File: config.mk
export PLATFORM = sky130hd
export DESIGN_NAME = clock_time_and_alarm_setter
export DESIGN_NICKNAME = d
export VERILOG_FILES = /design/src/rtl/ckas_pkg.sv /design/src/rtl/clock_time_and_alarm_setter.sv /design/src/rtl/ckas_in_stage.sv /design/src/rtl/ckas_ctrl.sv /design/src/rtl/ckas_out_stage.sv
export SDC_FILE = /design/constraint.sdc
export NUM_CORES = 1
export LEC_CHECK = 0
export BUFFER_PORTS_ARGS = -buffer_cell sky130_fd_sc_hd__buf_2
export CAP_MARGIN = 20
export CORE_MARGIN = 2
export CORE_UTILIZATION = 60
export CTS_CLUSTER_DIAMETER = 200
export DETAILED_ROUTE_END_ITERATION = 10
export GPL_TIMING_DRIVEN = 1
export PLACE_DENSITY = 0.79
export SETUP_SLACK_MARGIN = 0.4
export SLEW_MARGIN = 20
export SYNTH_ARGS = -nofsm -noshare
export SYNTH_HDL_FRONTEND = slang
export SYNTH_HIERARCHICAL = 1
export SYNTH_SLANG_ARGS = --single-unit
File: constraint.sdc
create_clock -name clk_i -period 10 [get_ports clk_i]
set_input_delay 1.5 -clock clk_i [delete_from_list [all_inputs] [get_ports clk_i]]
set_output_delay 1.5 -clock clk_i [all_outputs]
set_load 0.05 [all_outputs]
File: src/rtl/ckas_pkg.sv
// ----------------------------------------------------------------------------
// ckas_pkg: shared types, constants and BCD helpers
// Key codes, time field numbers, the transaction structs passed between the
// stages, and the per-field BCD range tables used by the clock setter.
// ----------------------------------------------------------------------------
package ckas_pkg;

  typedef enum logic [2:0] {
    CMD_ADD    = 3'd0,
    CMD_REDUCE = 3'd1,
    CMD_ALARM  = 3'd2,
    CMD_SET    = 3'd3,
    CMD_LOAD   = 3'd4
  } cmd_e;

  localparam int unsigned NumFields = 7;

  // Time field numbers as used by the RTC register map.
  localparam logic [2:0] FLD_SECOND  = 3'd0;
  localparam logic [2:0] FLD_MINUTE  = 3'd1;
  localparam logic [2:0] FLD_HOUR    = 3'd2;
  localparam logic [2:0] FLD_DAY     = 3'd3;
  localparam logic [2:0] FLD_MONTH   = 3'd4;
  localparam logic [2:0] FLD_WEEKDAY = 3'd5;
  localparam logic [2:0] FLD_YEAR    = 3'd6;

  localparam logic [7:0] RTC_BASE       = 8'h80;
  localparam logic [7:0] ALARM_HOUR_MAX = 8'h23;
  localparam logic [7:0] ALARM_MIN_MAX  = 8'h59;
  localparam logic [1:0] ALARM_HOUR     = 2'd1;
  localparam logic [1:0] ALARM_MINUTE   = 2'd2;
  localparam logic [1:0] ALARM_COMMIT   = 2'd3;

  typedef struct packed {
    logic [2:0] command;
    logic [2:0] load_field;
    logic [7:0] load_value;
  } item_t;

  typedef struct packed {
    logic       rtc_write;
    logic [7:0] rtc_address;
    logic [7:0] rtc_data;
    logic [2:0] edit_field;
    logic [1:0] alarm_step;
    logic       alarm_editing;
    logic [5:0] draft_hour;
    logic [6:0] draft_minute;
    logic [5:0] alarm_hour;
    logic [6:0] alarm_minute;
    logic       alarm_on;
  } result_t;

  // Lowest legal BCD value of a time field.
  function automatic logic [7:0] field_lo(input logic [2:0] f);
    logic [7:0] r;
    case (f)
      FLD_DAY, FLD_MONTH, FLD_WEEKDAY: r = 8'h01;
      default:                         r = 8'h00;
    endcase
    return r;
  endfunction

  // Highest legal BCD value of a time field.
  function automatic logic [7:0] field_hi(input logic [2:0] f);
    logic [7:0] r;
    case (f)
      FLD_SECOND, FLD_MINUTE: r = 8'h59;
      FLD_HOUR:               r = 8'h23;
      FLD_DAY:                r = 8'h31;
      FLD_MONTH:              r = 8'h12;
      FLD_WEEKDAY:            r = 8'h07;
      default:                r = 8'h99;
    endcase
    return r;
  endfunction

  // Edit position (1 year through 7 second) to time field number.
  function automatic logic [2:0] edit_slot(input logic [2:0] pos);
    logic [2:0] r;
    case (pos)
      3'd1:    r = FLD_YEAR;
      3'd2:    r = FLD_MONTH;
      3'd3:    r = FLD_DAY;
      3'd4:    r = FLD_WEEKDAY;
      3'd5:    r = FLD_HOUR;
      3'd6:    r = FLD_MINUTE;
      default: r = FLD_SECOND;
    endcase
    return r;
  endfunction

  // One BCD step up or down with wrap-around inside lo..hi.
  function automatic logic [7:0] bcd_step(input logic [7:0] v, input logic [7:0] lo,
                                          input logic [7:0] hi, input logic up);
    logic [7:0] r;
    if (up) begin
      if (v >= hi) begin
        r = lo;
      end else if (v[3:0] == 4'h9) begin
        r = {v[7:4] + 4'd1, 4'h0};
      end else begin
        r = v + 8'd1;
      end
    end else begin
      if (v <= lo || v > hi) begin
        r = hi;
      end else if (v[3:0] == 4'h0) begin
        r = {v[7:4] - 4'd1, 4'h9};
      end else begin
        r = v - 8'd1;
      end
    end
    return r;
  endfunction

endpackage

File: src/rtl/clock_time_and_alarm_setter.sv
// An accepted transaction waits in the input register until it can move into
// the result register, which drives the outputs. Throughput: one transaction
// per cycle while out_ready_i stays high; the input register frees up in the
// same cycle that the result register is loaded or drained.
// Reset (rst_ni low, asynchronous) clears all time fields and alarm values to
// zero, leaves both edit modes idle and empties both pipeline registers.
// ----------------------------------------------------------------------------
// clock_time_and_alarm_setter: BCD clock and alarm setting controller
// Takes key and RTC readback transactions and returns, for each one, the RTC
// write it causes plus a snapshot of the edit and alarm state.
// ----------------------------------------------------------------------------
module clock_time_and_alarm_setter (
  input  logic       clk_i,
  input  logic       rst_ni,
  input  logic       in_valid_i,
  output logic       in_ready_o,
  input  logic [2:0] command_i,
  input  logic [2:0] load_field_i,
  input  logic [7:0] load_value_i,
  output logic       out_valid_o,
  input  logic       out_ready_i,
  output logic       rtc_write_o,
  output logic [7:0] rtc_address_o,
  output logic [7:0] rtc_data_o,
  output logic [2:0] edit_field_o,
  output logic [1:0] alarm_step_o,
  output logic       alarm_editing_o,
  output logic [5:0] draft_hour_o,
  output logic [6:0] draft_minute_o,
  output logic [5:0] alarm_hour_o,
  output logic [6:0] alarm_minute_o,
  output logic       alarm_on_o
);

  ckas_pkg::item_t   item_in;
  ckas_pkg::item_t   item_q;
  ckas_pkg::result_t res_c;
  ckas_pkg::result_t res_q;
  logic              item_vld;
  logic              out_can_load;
  logic              go;

  assign item_in.command    = command_i;
  assign item_in.load_field = load_field_i;
  assign item_in.load_value = load_value_i;

  // A held transaction moves into the result register whenever that register
  // is empty or being drained in this cycle; the state updates at that edge,
  // so the next transaction already sees it.
  assign go = item_vld && out_can_load;

  ckas_in_stage u_in (
    .clk_i      (clk_i),
    .rst_ni     (rst_ni),
    .in_valid_i (in_valid_i),
    .in_ready_o (in_ready_o),
    .item_i     (item_in),
    .take_i     (go),
    .vld_o      (item_vld),
    .item_o     (item_q)
  );

  ckas_ctrl u_ctrl (
    .clk_i  (clk_i),
    .rst_ni (rst_ni),
    .go_i   (go),
    .item_i (item_q),
    .res_o  (res_c)
  );

  ckas_out_stage u_out (
    .clk_i       (clk_i),
    .rst_ni      (rst_ni),
    .load_i      (go),
    .res_i       (res_c),
    .can_load_o  (out_can_load),
    .out_valid_o (out_valid_o),
    .out_ready_i (out_ready_i),
    .res_o       (res_q)
  );

  assign rtc_write_o     = res_q.rtc_write;
  assign rtc_address_o   = res_q.rtc_address;
  assign rtc_data_o      = res_q.rtc_data;
  assign edit_field_o    = res_q.edit_field;
  assign alarm_step_o    = res_q.alarm_step;
  assign alarm_editing_o = res_q.alarm_editing;
  assign draft_hour_o    = res_q.draft_hour;
  assign draft_minute_o  = res_q.draft_minute;
  assign alarm_hour_o    = res_q.alarm_hour;
  assign alarm_minute_o  = res_q.alarm_minute;
  assign alarm_on_o      = res_q.alarm_on;

  // A transaction that leaves the input register always lands as a result.
  a_go_gives_result: assert property (@(posedge clk_i) disable iff (!rst_ni)
    go |=> out_valid_o)
    else $error("processed transaction did not produce a result");

  // Without a write, the address and data hold their neutral values.
  a_idle_write_fields: assert property (@(posedge clk_i) disable iff (!rst_ni)
    (out_valid_o && !rtc_write_o) |-> (rtc_address_o == ckas_pkg::RTC_BASE
                                       && rtc_data_o == 8'h00))
    else $error("write fields set without an RTC write");

  // A write only happens while a time field is selected.
  a_write_needs_field: assert property (@(posedge clk_i) disable iff (!rst_ni)
    (out_valid_o && rtc_write_o) |-> (edit_field_o != 3'd0))
    else $error("RTC write outside time editing");

endmodule

File: src/rtl/ckas_in_stage.sv
// ----------------------------------------------------------------------------
// ckas_in_stage: input register
// Holds one incoming key or load transaction until the control stage takes it.
// ----------------------------------------------------------------------------
module ckas_in_stage (
  input  logic            clk_i,
  input  logic            rst_ni,
  input  logic            in_valid_i,
  output logic            in_ready_o,
  input  ckas_pkg::item_t item_i,
  input  logic            take_i,
  output logic            vld_o,
  output ckas_pkg::item_t item_o
);

  logic            vld_q;
  logic            vld_d;
  ckas_pkg::item_t item_q;

  // The register frees up in the same cycle its content is taken.
  assign in_ready_o = !vld_q || take_i;
  assign vld_d      = (in_valid_i && in_ready_o) || (vld_q && !take_i);

  always_ff @(posedge clk_i or negedge rst_ni) begin
    if (!rst_ni) begin
      vld_q <= 1'b0;
    end else begin
      vld_q <= vld_d;
    end
  end

  always_ff @(posedge clk_i) begin
    if (in_valid_i && in_ready_o) begin
      item_q <= item_i;
    end
  end

  assign vld_o  = vld_q;
  assign item_o = item_q;

endmodule

File: src/rtl/ckas_ctrl.sv
// ----------------------------------------------------------------------------
// ckas_ctrl: time fields and edit mode machine
// Keeps the BCD time fields, the time and alarm edit state, and builds the
// result of one transaction in a single pass.
// ----------------------------------------------------------------------------
module ckas_ctrl (
  input  logic              clk_i,
  input  logic              rst_ni,
  input  logic              go_i,
  input  ckas_pkg::item_t   item_i,
  output ckas_pkg::result_t res_o
);

  logic [7:0] fields_q [ckas_pkg::NumFields];
  logic [7:0] fields_d [ckas_pkg::NumFields];
  logic [2:0] fidx_q;
  logic [2:0] fidx_d;
  logic       ted_act_q, ted_act_d;
  logic       ted_ok_q, ted_ok_d;
  logic       aed_ok_q, aed_ok_d;
  logic       alm_act_q, alm_act_d;
  logic [1:0] aidx_q, aidx_d;
  logic [7:0] draft_hr_q, draft_hr_d, draft_mn_q, draft_mn_d;
  logic [7:0] save_hr_q, save_hr_d, save_mn_q, save_mn_d;
  logic       alm_flag_q, alm_flag_d;

  logic       k_add, k_red, k_alm, k_set, k_load;
  logic [3:0] fidx_w;
  logic [2:0] slot;
  logic       wr;
  logic [7:0] addr;
  logic [7:0] data;

  always_comb begin
    k_add  = 1'b0;
    k_red  = 1'b0;
    k_alm  = 1'b0;
    k_set  = 1'b0;
    k_load = 1'b0;
    case (ckas_pkg::cmd_e'(item_i.command))
      ckas_pkg::CMD_ADD:    k_add  = 1'b1;
      ckas_pkg::CMD_REDUCE: k_red  = 1'b1;
      ckas_pkg::CMD_ALARM:  k_alm  = 1'b1;
      ckas_pkg::CMD_SET:    k_set  = 1'b1;
      ckas_pkg::CMD_LOAD:   k_load = 1'b1;
      default:              k_load = 1'b0;
    endcase
  end

  always_comb begin
    fields_d   = fields_q;
    fidx_w     = {1'b0, fidx_q};
    ted_act_d  = ted_act_q;
    ted_ok_d   = ted_ok_q;
    aed_ok_d   = aed_ok_q;
    alm_act_d  = alm_act_q;
    aidx_d     = aidx_q;
    draft_hr_d = draft_hr_q;
    draft_mn_d = draft_mn_q;
    save_hr_d  = save_hr_q;
    save_mn_d  = save_mn_q;
    alm_flag_d = alm_flag_q;
    wr         = 1'b0;
    addr       = ckas_pkg::RTC_BASE;
    data       = 8'h00;
    slot       = ckas_pkg::edit_slot(fidx_q);

    if (go_i && k_load) begin
      for (int i = 0; i < ckas_pkg::NumFields; i++) begin
        if (item_i.load_field == 3'(i)) begin
          fields_d[i] = item_i.load_value;
        end
      end
    end else if (go_i) begin
      // Time editing: SET walks the fields, ADD and REDUCE step the selected one.
      if ((ted_act_q || k_set) && ted_ok_q) begin
        aed_ok_d = 1'b0;
        if (k_set) begin
          fidx_w = fidx_w + 4'd1;
        end
        ted_act_d = 1'b1;
        if (fidx_w[3]) begin
          fidx_w    = 4'd0;
          ted_act_d = 1'b0;
          aed_ok_d  = 1'b1;
        end
        slot = ckas_pkg::edit_slot(fidx_w[2:0]);
        if (fidx_w != 4'd0 && (k_add || k_red)) begin
          fields_d[slot] = ckas_pkg::bcd_step(fields_q[slot], ckas_pkg::field_lo(slot),
                                              ckas_pkg::field_hi(slot), k_add);
          wr   = 1'b1;
          addr = ckas_pkg::RTC_BASE | {4'b0000, slot, 1'b0};
          data = fields_d[slot];
        end
      end

      // Alarm editing: hour, then minute, then commit on the third SET.
      if ((alm_act_d || k_alm) && aed_ok_d) begin
        alm_act_d  = 1'b1;
        alm_flag_d = 1'b1;
        if (!ted_act_d) begin
          draft_hr_d = fields_d[ckas_pkg::FLD_HOUR];
          draft_mn_d = fields_d[ckas_pkg::FLD_MINUTE];
        end
        ted_ok_d  = 1'b0;
        ted_act_d = 1'b1;
        if (k_set) begin
          aidx_d = aidx_d + 2'd1;
        end
        if (aidx_d == ckas_pkg::ALARM_HOUR && (k_add || k_red)) begin
          draft_hr_d = ckas_pkg::bcd_step(draft_hr_d, 8'h00, ckas_pkg::ALARM_HOUR_MAX, k_add);
        end else if (aidx_d == ckas_pkg::ALARM_MINUTE && (k_add || k_red)) begin
          draft_mn_d = ckas_pkg::bcd_step(draft_mn_d, 8'h00, ckas_pkg::ALARM_MIN_MAX, k_add);
        end else if (aidx_d == ckas_pkg::ALARM_COMMIT) begin
          ted_ok_d  = 1'b1;
          alm_act_d = 1'b0;
          save_hr_d = draft_hr_d;
          save_mn_d = draft_mn_d;
          aidx_d    = 2'd0;
          ted_act_d = 1'b0;
        end
      end
    end
    fidx_d = fidx_w[2:0];
  end

  always_comb begin
    res_o.rtc_write     = wr;
    res_o.rtc_address   = addr;
    res_o.rtc_data      = data;
    res_o.edit_field    = fidx_d;
    res_o.alarm_step    = aidx_d;
    res_o.alarm_editing = alm_act_d;
    res_o.draft_hour    = draft_hr_d[5:0];
    res_o.draft_minute  = draft_mn_d[6:0];
    res_o.alarm_hour    = save_hr_d[5:0];
    res_o.alarm_minute  = save_mn_d[6:0];
    res_o.alarm_on      = alm_flag_d;
  end

  always_ff @(posedge clk_i or negedge rst_ni) begin
    if (!rst_ni) begin
      for (int i = 0; i < ckas_pkg::NumFields; i++) begin
        fields_q[i] <= 8'h00;
      end
      fidx_q     <= 3'd0;
      ted_act_q  <= 1'b0;
      ted_ok_q   <= 1'b1;
      aed_ok_q   <= 1'b1;
      alm_act_q  <= 1'b0;
      aidx_q     <= 2'd0;
      draft_hr_q <= 8'h00;
      draft_mn_q <= 8'h00;
      save_hr_q  <= 8'h00;
      save_mn_q  <= 8'h00;
      alm_flag_q <= 1'b0;
    end else if (go_i) begin
      fields_q   <= fields_d;
      fidx_q     <= fidx_d;
      ted_act_q  <= ted_act_d;
      ted_ok_q   <= ted_ok_d;
      aed_ok_q   <= aed_ok_d;
      alm_act_q  <= alm_act_d;
      aidx_q     <= aidx_d;
      draft_hr_q <= draft_hr_d;
      draft_mn_q <= draft_mn_d;
      save_hr_q  <= save_hr_d;
      save_mn_q  <= save_mn_d;
      alm_flag_q <= alm_flag_d;
    end
  end

  // The commit step is never left stored; it folds straight back to zero.
  a_no_commit_step: assert property (@(posedge clk_i) disable iff (!rst_ni)
    aidx_q != ckas_pkg::ALARM_COMMIT)
    else $error("alarm step register holds the commit code");

  // Time editing is locked out exactly while alarm editing runs.
  a_alarm_locks_time: assert property (@(posedge clk_i) disable iff (!rst_ni)
    alm_act_q == !ted_ok_q)
    else $error("alarm mode and time edit lock disagree");

  // Alarm entry is blocked only while a time field is selected for editing.
  a_time_blocks_alarm: assert property (@(posedge clk_i) disable iff (!rst_ni)
    !aed_ok_q |-> (ted_act_q && fidx_q != 3'd0))
    else $error("alarm entry blocked outside time editing");

endmodule

File: src/rtl/ckas_out_stage.sv
// ----------------------------------------------------------------------------
// ckas_out_stage: result register
// Holds one result transaction until the consumer takes it.
// ----------------------------------------------------------------------------
module ckas_out_stage (
  input  logic              clk_i,
  input  logic              rst_ni,
  input  logic              load_i,
  input  ckas_pkg::result_t res_i,
  output logic              can_load_o,
  output logic              out_valid_o,
  input  logic              out_ready_i,
  output ckas_pkg::result_t res_o
);

  logic              vld_q;
  logic              vld_d;
  ckas_pkg::result_t res_q;

  assign can_load_o = !vld_q || out_ready_i;
  assign vld_d      = load_i || (vld_q && !out_ready_i);

  always_ff @(posedge clk_i or negedge rst_ni) begin
    if (!rst_ni) begin
      vld_q <= 1'b0;
    end else begin
      vld_q <= vld_d;
    end
  end

  always_ff @(posedge clk_i) begin
    if (load_i) begin
      res_q <= res_i;
    end
  end

  assign out_valid_o = vld_q;
  assign res_o       = res_q;

endmodule
== Word-level counts from Yosys, hierarchy flattened ==
Cells that the tools add are included.
Word-level totals
  flip-flop bits (word level): 161
  latch bits: 0
  RAM bits: 0
  bits in read-only memories: 0
  input port bits: 18
  output and inout bits: 52
  logic and storage cells: 268
  memories: 0
Operators by class
  $add $sub $neg: 14
  multiply operators: 0
  divide/modulo/power cells: 0
  magnitude comparators: 11
  equal/unequal tests: 34
  shift operators: 0
  muxes and demuxes: 121
  bitwise logic cells: 4
  reductions and logical operators: 47
Operators with widths (count)
  $mux W8: 50
  $mux W56: 3
  $bwmux W56: 1
  $mux W7: 7
  $bmux W8 S3: 2
  $mux W6: 7
  $pmux W8 S5: 1
  $mux W4: 7
  $eq A3 B3 Y1 const B: 9
  $mux W1: 26
  $add A8 B1 Y8 const B: 3
  $demux W8 S3: 1
  $eq A3 B2 Y1 const B: 8
  $sub A8 B1 Y8 const B: 3
  $reduce_and A4 Y1: 5
  $mux W2: 9
  $mux W3: 6
  $pmux W3 S6: 1
  $le A8 B1 Y1 const B: 2
  $ne A2 B2 Y1 const B: 7
  $add A4 B1 Y4 const B: 3
  $eq A3 B1 Y1 const B: 4
  $eq A4 B4 Y1 const B: 3
  $logic_not A4 Y1: 3
  26 further kinds: 60

== Depth between registers and ports, before layout ==
Gate-level depths: netlist of the first run.
  depth in word-level cells: 46
  mapped depth: 22

== Hierarchy ==
The synthesis of the first run kept the hierarchy.
By module, submodules not included
  ckas_ctrl: times used 1, cells each 957, area an instance 7757.4 um^2, sequential area each 2379.8 um^2
  ckas_out_stage: times used 1, cells each 53, area an instance 1549.0 um^2, sequential area each 1526.5 um^2
  ckas_in_stage: times used 1, cells each 18, area an instance 474.2 um^2, sequential area each 445.4 um^2
  clock_time_and_alarm_setter: times used 1, cells each 1, area an instance 6.3 um^2, sequential area each 0.0 um^2

== Least setup slack after synthesis of the first run ==
No wires, ideal clock.
  path type: in2reg
  start point: in out_ready_i
  end point: reg u_ctrl/fields_q[23] (netlist bit)
  setup time: 132 ps
  arrival time: 4794 ps
  required time: 9868 ps
  setup slack: 5074 ps
  cell stages on the path: 10
  cells stage by stage: nand2b_4 -> and2_1 -> a21boi_1 -> nand3_1 -> inv_1 -> a21o_1 -> o21ai_1 -> and2_1 -> a2111oi_0 -> nor2_1
Between the ends
  longest elaborated chain between the ends: 5
RTL lines
  start, declared: line clock_time_and_alarm_setter.sv:21  | input logic out_ready_i,
  $logic_or A1 B1 Y1 (*): line ckas_out_stage.sv:20  | assign can_load_o = !vld_q || out_ready_i;
  $logic_and A1 B1 Y1 (*): line clock_time_and_alarm_setter.sv:50  | assign go = item_vld && out_can_load;
  named net go: line clock_time_and_alarm_setter.sv:41  | logic go;
  $logic_and A1 B1 Y1: line ckas_ctrl.sv:68  | if (go_i && k_load) begin
  $ne A2 B2 Y1 (no source line) or $reduce_bool A2 Y1 (tied branches)
  $reduce_and A4 Y1 (no source line)
  end signal, assigned: line ckas_ctrl.sv:158  | fields_q <= fields_d;
  end, declared: line ckas_ctrl.sv:14  | logic [7:0] fields_q [ckas_pkg::NumFields];
Mark *: on every way through the listed nets, which the timed path passes. The rest lies on a longest branch.
A chain may end at the register's enable or synchronous reset.

== Worst setup path in the final report of the first run ==
  start point: reg u_ctrl.fidx_q[0]
  end point: reg u_ctrl/fields_q[51] (netlist bit)
Between the ends
  longest elaborated chain between the ends: 33
RTL lines
  start, declared: line ckas_ctrl.sv:16  | logic [2:0] fidx_q;
  start signal, assigned: line ckas_ctrl.sv:159  | fidx_q <= fidx_d;
  $add A3 B1 Y4: line ckas_ctrl.sv:79  | fidx_w = fidx_w + 4'd1;
  $mux W4 (*): line ckas_ctrl.sv:78  | if (k_set) begin
  $mux W4 (*): line ckas_ctrl.sv:76  | if ((ted_act_q || k_set) && ted_ok_q) begin
  $mux W4 (*): line ckas_ctrl.sv:74  | end else if (go_i) begin
  $mux W4 (*): line ckas_ctrl.sv:68
  $mux W3 (*): line ckas_ctrl.sv:82  | if (fidx_w[3]) begin
  $mux W4 (*): line ckas_ctrl.sv:76
  $mux W4 (*): line ckas_ctrl.sv:74
  (+17 left out)
  $mux W8: line ckas_ctrl.sv:88  | if (fidx_w != 4'd0 && (k_add || k_red)) begin
  $mux W8: line ckas_ctrl.sv:76
  $mux W8: line ckas_ctrl.sv:74
  $mux W8: line ckas_ctrl.sv:68
  $bwmux W56: line ckas_ctrl.sv:89  | fields_d[slot] = ckas_pkg::bcd_step(fields_q[slot], ckas_pkg::field_lo(slot),
  $mux W56: line ckas_ctrl.sv:88
  $mux W56: line ckas_ctrl.sv:76
  $mux W56: line ckas_ctrl.sv:68
Mark *: on every way between the ends. The rest lies on a longest branch, timed or not. The select of a mux whose other input is x is not followed.

==> results of run 1 <==
-- Yosys cell counts (6+ instances only) --
master and instances:
nand2b_1 11, ha_1 24, o211ai_1 6, edfxtp_1 64, nand2_1 137, o21a_1 10
o21ai_0 82, nand4_1 8, a31oi_1 18, nand3_1 34, nor4_1 7, o21ai_1 10
nor2_1 82, buf_2 12, a21oi_1 64, inv_1 23, clkbuf_1 28, o221ai_1 36
buf_4 13, dfrtp_1 95, mux2_2 13, o22ai_1 24, mux2i_1 26, and2_1 7
xnor2_1 10, nor3_1 14, a211oi_1 6, or3_1 11
-- state kept, by name (all words and copies together), names as in the netlist --
register,count
u_ctrl/aed_ok_q,1
u_ctrl/aidx_q,2
u_ctrl/alm_act_q,1
u_ctrl/alm_flag_q,1
u_ctrl/draft_hr_q,8
u_ctrl/draft_mn_q,8
u_ctrl/fidx_q,3
u_ctrl/fields_q,56
u_ctrl/save_hr_q,6
u_ctrl/save_mn_q,7
u_ctrl/ted_act_q,1
u_ctrl/ted_ok_q,1
u_in/item_o,14
u_in/vld_o,1
u_out/out_valid_o,1
u_out/res_o,50
-- path summary, 6_finish.rpt --
check | from | endpoint | slack (ps) | depth (start not counted)
min in group asynchronous | rst_ni | u_ctrl/save_mn_q[2] | 1120 | 1
worst min-delay path | u_ctrl/alm_flag_q | u_ctrl/alm_flag_q | 460 | 1
worst max register to register | u_ctrl/fidx_q[0] | u_ctrl/fields_q[51] | 4050 | 18
worst max-delay path | u_ctrl/fidx_q[0] | u_ctrl/fields_q[51] | 4050 | 18
worst min register to register | u_ctrl/alm_flag_q | u_ctrl/alm_flag_q | 460 | 1
max in group asynchronous | rst_ni | u_ctrl/fields_q[38] | 7830 | 2
-- kinds of logic (layout without fill, tap and decap cells) --
kind of cell,after synthesis,in the layout
DFF,161,161
muxes,41,41
AOI/OAI and AO/OA,345,345
and+or+nand+nor,356,356
other,2,5
xor gates and xnor gates,15,15
adders and majority gates,24,24
buffers and inverters,85,139
-- cell usage in the layout, fill, tap and decap left out, types with 10 or more instances in the layout --
cell	count
o221ai_1	36
ha_1	24
buf_4	11
mux2_2	13
nand3_1	34
dfrtp_1	95
nand2b_1	11
or3_1	11
edfxtp_1	64
inv_1	23
a21oi_1	64
xnor2_1	10
o22ai_1	24
o21ai_0	82
o21a_1	10
mux2i_1	26
a31oi_1	18
nor3_1	13
nor2_1	82
clkbuf_16	17
buf_2	68
o21ai_1	10
nand2_1	137
-- stage by stage --
step	cells	cell area [um^2]
finish	1302	10800
detailed placement	1269	10200
CTS	1301	10800
floorplan	1032	9800
global route	1302	10800
global placement	1269	10200
-- metal layers --
metal  vias to the layer above  track usage (%)
met5                         -                0
met4                         0             13.6
met3                        98             10.7
met2                       626             47.8
met1                      4190             48.9
li1                       3986                -
-- power breakdown --
part           switching, mW  internal, mW  total [mW]
registers             0.0733         0.752       0.825
clock network          0.266         0.351       0.617
logic                  0.427         0.192       0.619
-- layout make-up --
type / count / area [um^2] / share of cell area [%]
clock buffers: 21 / 450 / 4.18
flip-flops and latches: 161 / 4350 / 40.4
inverters: 27 / 101 / 0.942
multi-input cells: 786 / 5050 / 46.9
clock inverters: 11 / 104 / 0.965
well taps: 216 / 270 / 2.51
repair buffers: 80 / 434 / 4.03
==> run_results.csv, run 1 <==
group,metric,value,unit
timing,min_period,5950,ps
timing,max_slew_margin,28.0,%
worst_setup_path,cp_slowest_cell,"dfrtp_1",
worst_setup_path,cp-start-kind,"flop",
route,wl,29500,um
worst_setup_path,critPathKind,"flop to flop",
synth,async_reset_ff_share,60.2,%
route,wl_per_cell,22.7,um
global_route,grt_pass1_wl,45600,um
timing,fmax,168,MHz
global_route,antenna_found_initial,0,
global_route,grt_start_max_net_pins,59,
worst_setup_path,crit_chain,"buf_6, ha_1, nand4b_2, xnor2_2, nand2_1, nor2_1, nor2_1, ha_1, nor2b_1, o21a_1, o21a_1, nor2_1, o21ai_0, o21ai_0, o21a_1, nor3_2, a211oi_4, o221ai_1",
worst_setup_path,cp_top_family,"compound AO/OA/AOI/OAI gates",
worst_setup_path,crit_arrival,6220,ps
layout,nFillCells,1278,
synth,muxShareOfSynthArea,4.54,%
route,via_per_inst,6.84,
min_path,hp-class,"flop to flop",
power,p_leak,4.42,nW
timing,finalClockSkew,13.2,ps
timing,final.setup.worst_slack,4050,ps
timing,rsz0062_at_grt,"false",
power,max-vdd-ir-drop,183,uV
synth,synth_top_cell_area_share,24.3,%
global_route,grt_pass1_vias,8051,
clocking,post_cts_resized,0,
place,portBuffers,69,
synth,synth_top_family_by_area,"compound AO/OA/AOI/OAI gates",
route,routed-wl-met3,3670,um
clocking,cts_setup_buffers,0,
route,first_pass_iters,9,
clocking,cts_tree,"built",
synth,synth-edff-count,64,
outcome,status,"complete, no violations",
timing,report.final.slew_viol_count,0,
clocking,cts_hold_buf,0,
synth,synth.distinct_cells,103,
global_route,grt-ovfl-total,0,
worst_setup_path,max_stage_delay,810,ps
route,top_layer,"met4",
place,hpwl,20600,um
floorplan,die-area,17300,um^2
layout,syn_to_final_growth,9.98,%
synth,synth.area.top_cells,"dfrtp_1 24%, edfxtp_1 20%, nand2_1 5.3%",
route,drt_iter0_drc,1179,
synth,synth-seq-cells,161,
synth,ys_seq_area_share,44.5,%
synth,synth-compound-area-share,24.5,%
clocking,clock-sinks,161,
clocking,htree_levels,4,
synth,yosys.area_share.simple,17.7,%
timing,period_share,59.5,%
worst_setup_path,path_buf_inv,1,
power,p_per_area,191,nW/um^2
timing,hold_viol_final,0,
floorplan,start_util,61.6,%
floorplan,die_h,132,um
synth,netlist_area,9790,um^2
clocking,worstSkewPairLatency,430,ps
route,ant_nets,0,
worst_setup_path,critPathRequiredTime,10270,ps
floorplan,rows,46,
worst_setup_path,end_kind,"flop",
synth,synth.largest_area_cell,"dfrtp_1",
synth,synthAdderAreaFrac,3.07,%
synth,syn_inst,1029,
global_route,grt_usage,34.0,%
place,routabilityCongestion,1.07,
clocking,numCtsBuffers,17,
worst_setup_path,path_max_fanout,20,
clocking,cts_root_buf,"clkbuf_16",
layout,final_util,67.8,%
layout,num_antenna_cells,0,
route,met1_length,12300,um
route,drc_errors,0,
flow_run,drv_cap,0,
synth,syn_avg_cell_area,9.51,um^2
power,power,2.06,mW
place,pre_cts_slack,4100,ps
timing,worstMarginPinSlew,1060,ps
synth,ys.flop_type,"dfrtp_1",
floorplan,io_pins,70,
layout,nets,1115,
timing,finalSetupTns,0,ps
clocking,clk_pin_slew_worst_paths,70,ps
floorplan,die_w,132,um
layout,drive_gt1_share,15.7,%
timing,holdWs,458,ps
synth,yosys_warnings,6,
route,met2_length,12400,um
synth,synthXorXnorAreaFrac,1.50,%
floorplan,core,15900,um^2
timing,setup_viol,0,
clocking,clock_path_buffers,2,
route,via_count,8900,
Note: power is estimated with default switching activity, not from simulation.
==> run 2, diff against run 1 <==
Clock period 10 ns to 5.9 ns, I/O delays scaled along.
==> run_results.csv, run 2 (synthesis results as in run 1) <==
group,metric,value,unit
outcome,status,"complete, no violations",
clocking,worstSkewPairLatency,430,ps
floorplan,die_w,132,um
power,p_leak,4.50,nW
timing,finalClockSkew,9.64,ps
worst_setup_path,cp_top_family,"compound AO/OA/AOI/OAI gates",
layout,largest_reg_flops,56,
worst_setup_path,cp-start-kind,"flop",
worst_setup_path,r2r_start,"u_ctrl/fidx_q[1]",
layout,syn_to_final_growth,11.5,%
global_route,grt-ovfl-total,0,
clocking,clock_path_buffers,2,
timing,final.setup.worst_slack,737,ps
floorplan,die_h,132,um
place,routabilityCongestion,1.01,
route,drc_errors,0,
place,pre_cts_slack,556,ps
layout,nFillCells,1264,
layout,nets,1129,
worst_setup_path,critPathKind,"flop to flop",
clocking,htree_levels,4,
worst_setup_path,timing.rr.end,"u_out/res_o[34]",
route,first_pass_iters,6,
layout,largest-register,"u_ctrl/fields_q",
clocking,clk_pin_slew_worst_paths,70,ps
timing,finalSetupTns,0,ps
timing,hold_viol_final,0,
route,wl,30200,um
place,dp.cells,1283,
timing,setup_viol,0,
power,power,3.54,mW
global_route,grt_usage,34.8,%
global_route,antenna_found_initial,0,
layout,num_antenna_cells,0,
timing,min_period,5160,ps
min_path,hp-class,"input port to asynchronous set/reset pin",
worst_setup_path,r2r_cells,17,
timing,report.final.slew_viol_count,0,
timing,holdWs,411,ps
worst_setup_path,cp.depth,17,
floorplan,start_util,61.6,%
flow_run,drv_cap,0,
layout,mostFrequentLayoutCells,"137 x nand2_1, 95 x dfrtp_1, 82 x nor2_1, 82 x o21ai_0, 68 x buf_2",
timing,period_share,87.5,%
route,via_count,9053,
floorplan,io_pins,70,
timing,rsz0062_at_grt,"false",
worst_setup_path,ff2ff_setup_slack,740,ps
power,max-vdd-ir-drop,224,uV
worst_setup_path,max_stage_delay,530,ps
floorplan,die-area,17300,um^2
global_route,grt_pass1_vias,8154,
global_route,grt_start_max_net_pins,64,
worst_setup_path,crit_arrival,5320,ps
route,via_per_inst,6.88,
layout,drive_gt1_share,17.4,%
route,drt_iter0_drc,1629,
worst_setup_path,end_kind,"flop",
floorplan,core,15900,um^2
worst_setup_path,path_max_fanout,13,
layout,final_cells,1316,
clocking,cts_tree,"built",
route,wl_per_cell,23.0,um
clocking,cts_root_buf,"clkbuf_16",
layout,final_common_cell,"nand2_1",
worst_setup_path,critPathRequiredTime,6060,ps
timing,max_slew_margin,21.9,%
timing,fmax,194,MHz
worst_setup_path,crit_chain,"ha_1, nand4b_1, a21boi_2, nor3_4, inv_2, o22ai_1, nor4_2, ha_1, a21o_1, a21o_1, a21oi_1, o21ai_0, o21ai_0, o21a_2, mux2i_1, a21boi_1, nor2_1",
clocking,clock-sinks,161,
route,ant_nets,0,
place,hpwl,21400,um
worst_setup_path,cp_slowest_cell,"ha_1",
power,p_per_area,325,nW/um^2
floorplan,rows,46,
global_route,grt_pass1_wl,46800,um
worst_setup_path,path_buf_inv,1,
place,portBuffers,69,
timing,worstMarginPinSlew,1160,ps
clocking,numCtsBuffers,17,
-- run 2: worst max-delay path by stage --
stage / startpoint / endpoint / slack, ps
floorplan: u_ctrl/fidx_q[0] / u_out/res_o[37] / 1550
global route: u_ctrl/fidx_q[1] / u_ctrl/fields_q[23] / 390
global placement: u_in/item_o[12] / u_ctrl/fields_q[36] / 550
CTS: u_in/item_o[13] / u_ctrl/fields_q[28] / 470
finish: u_ctrl/fidx_q[1] / u_out/res_o[34] / 740
detailed placement: u_in/item_o[13] / u_out/res_o[34] / 560
-- run 2: layout make-up --
class                           instances  area (um^2)  share of cell area [%]
Clock buffer                           19          443                    4.06
Clock inverter                         13          125                    1.15
Inverter                               27          101                   0.929
Multi-Input combinational cell        786         5070                    46.5
Sequential cell                       161         4350                    39.9
Tap cell                              216          270                    2.48
Timing Repair Buffer                   94          548                    5.02
-- run 2: through the flow --
step	utilization, %	instance area (um^2)
after global placement	64.9	10300
after global routing	68.7	10900
after floorplan	-	9800
after CTS	68.4	10900
final	68.7	10900
after detailed placement	64.9	10300
-- run 2: what timing repair did --
action,in CTS,in global routing
setup endpoints to repair,0,64
resized for setup,0,5
hold buffers,0,0
setup buffers,0,1
-- run 2: metal layers --
layer	GRT usage, %	vias to the layer above	share of wire, %
met2	49.0	628	42
met5	0	-	0
met1	53.1	4334	43
li1	-	4008	-
met3	8.64	83	12
met4	10.4	0	2.8
-- run 2: power breakdown --
group / switching, mW / internal (mW)
combinational: 0.727 / 0.350
sequential: 0.121 / 1.27
clock: 0.470 / 0.600
==> run 3, diff against run 2 <==
Settings changed: CORE_ASPECT_RATIO from default to 0.7, PLACE_DENSITY 0.79 to 0.78.
==> run_results.csv, run 3 (synthesis results as in run 1) <==
group,metric,value,unit
clocking,numCtsBuffers,17,
power,p_leak,4.57,nW
route,wl,32000,um
layout,final_common_cell,"nand2_1",
route,wl_per_cell,24.1,um
route,met2_length,12800,um
power,power_frac_seq,37.1,%
clocking,cts_setup_buffers,0,
layout,syn_to_final_growth,12.9,%
global_route,grt_start_max_net_pins,73,
worst_setup_path,ff2ff_setup_slack,650,ps
timing,max_slew_margin,24.8,%
floorplan,die-area,17400,um^2
floorplan,start_util,60.6,%
global_route,grt-ovfl-total,0,
worst_setup_path,path_max_fanout,13,
timing,setup_viol,0,
place,dp.cells,1295,
layout,mostFrequentLayoutCells,"137 x nand2_1, 95 x dfrtp_1, 82 x nor2_1, 82 x o21ai_0, 68 x buf_2",
route,top_layer,"met4",
worst_setup_path,crit_arrival,5520,ps
floorplan,io_pins,70,
outcome,status,"complete, no violations",
floorplan,die_w,157,um
global_route,grt_pass1_wl,48900,um
power,p_int,2.41,mW
worst_setup_path,r2r_start,"u_ctrl/fidx_q[1]",
clocking,clk_pin_slew_worst_paths,70,ps
worst_setup_path,critPathRequiredTime,6170,ps
clocking,cts_hold_buf,0,
layout,num_antenna_cells,0,
power,p_comb_share,29.4,%
worst_setup_path,end_kind,"flop",
timing,rsz0062_at_grt,"false",
timing,worstMarginPinSlew,1110,ps
floorplan,die_h,111,um
route,first_pass_iters,6,
route,drc_errors,0,
power,p_sw_share,36.2,%
worst_setup_path,timing.rr.end,"u_ctrl/fields_q[28]",
route,routed-wl-met3,5090,um
global_route,antenna_found_initial,0,
worst_setup_path,critPathKind,"flop to flop",
power,power_frac_clock,33.5,%
global_route,grt_usage,37.1,%
floorplan,rows,39,
timing,holdWs,363,ps
route,via_per_inst,7.02,
power,p_per_area,341,nW/um^2
timing,finalSetupTns,0,ps
route,met1_length,13400,um
layout,largest-register,"u_ctrl/fields_q",
timing,finalClockSkew,10.4,ps
clocking,worstSkewPairLatency,430,ps
layout,final_cells,1327,
layout,drive_gt1_share,17.7,%
worst_setup_path,cp-start-kind,"flop",
clocking,clock_path_buffers,2,
clocking,htree_levels,4,
route,ant_nets,0,
clocking,cts_root_buf,"clkbuf_16",
place,portBuffers,69,
clocking,post_cts_resized,0,
min_path,hp-class,"input port to asynchronous set/reset pin",
layout,nets,1131,
clocking,cts_tree,"built",
worst_setup_path,r2r_cells,19,
layout,largest_reg_flops,56,
flow_run,drv_cap,0,
power,power_switching,1.36,mW
floorplan,core,16200,um^2
timing,period_share,88.9,%
timing,report.final.slew_viol_count,0,
power,power,3.77,mW
timing,min_period,5250,ps
place,hpwl,22500,um
clocking,clock-sinks,161,
layout,nFillCells,1269,
worst_setup_path,cp-startpoint,"u_ctrl/fidx_q[1]",
power,max-vdd-ir-drop,268,uV
global_route,grt_pass1_vias,8212,
timing,hold_viol_final,0,
route,drt_iter0_drc,1455,
place,routabilityCongestion,1.05,
timing,fmax,191,MHz
route,via_count,9309,
==> run 3: changes by cell type in the layout (fill, tap and decap cells not counted), sizes merged <==
cell,before,now
clkinv,5,3
bufinv,1,5
inv,33,31
buf,94,96
==> run 3: metrics by stage <==
step / setup slack [ps] / cell area (um^2) / util (%)
global route: 398 / 11000 / 68.4
CTS: 593 / 11000 / 68.2
detailed placement: 617 / 10300 / 64.0
floorplan: 1550 / 9800 / -
global placement: 613 / 10300 / 64.0
finish: 652 / 11000 / 68.4
==> run 3: how the worst max path moves through the flow <==
stage,to,slack (ps),depth (start not counted)
3_5_place_dp,u_out/res_o[37],620,15
2_1_floorplan,u_out/res_o[37],1550,18
3_3_place_gp,u_out/res_o[37],610,15
4_1_cts,u_ctrl/fields_q[28],590,15
6_report,u_ctrl/fields_q[28],650,19
5_1_grt,u_ctrl/fields_q[36],400,19
==> run 3: power groups by stage <==
stage	registers [mW]	clock network [mW]	logic [mW]
3_5_place_dp	1.41	0	1.06
3_3_place_gp	1.41	0	1.04
6_report	1.40	1.26	1.11
5_1_grt	1.40	1.32	1.18
4_1_cts	1.39	1.27	1.07
2_1_floorplan	1.49	0	0.656
==> run 3: cell type report <==
type                    count  area (um^2)  area share, %
clock buffers              19          453           4.10
clock inverters            13          221           2.00
inverters                  27          101          0.917
multi-input cells         786         5090           46.1
flip-flops and latches    161         4350           39.4
well taps                 225          282           2.55
repair buffers             96          551           4.98
==> run 3: metal layers <==
| metal | up-vias | global-route usage, % |
|---|---|---|
| li1 | 4016 | - |
| met1 | 4441 | 58.0 |
| met2 | 765 | 48.7 |
| met3 | 87 | 13.6 |
| met4 | 0 | 8.44 |
| met5 | - | 0 |
==> run 3: worst max-delay path, cell delays in order (launching register included) <==
cell and delay, ps:
dfrtp_1 620, ha_2 420, nand4b_2 190, xnor2_2 340, buf_4 240, nor3_4 70, inv_2 150, o22ai_1 110
nor4_2 280, ha_1 310, a21o_1 160, a21o_1 160, a21oi_1 290, o21ai_0 140, o21ai_0 130, o21a_1 390
buf_4 240, nor3_2 60, a311oi_4 570, o221ai_1 210
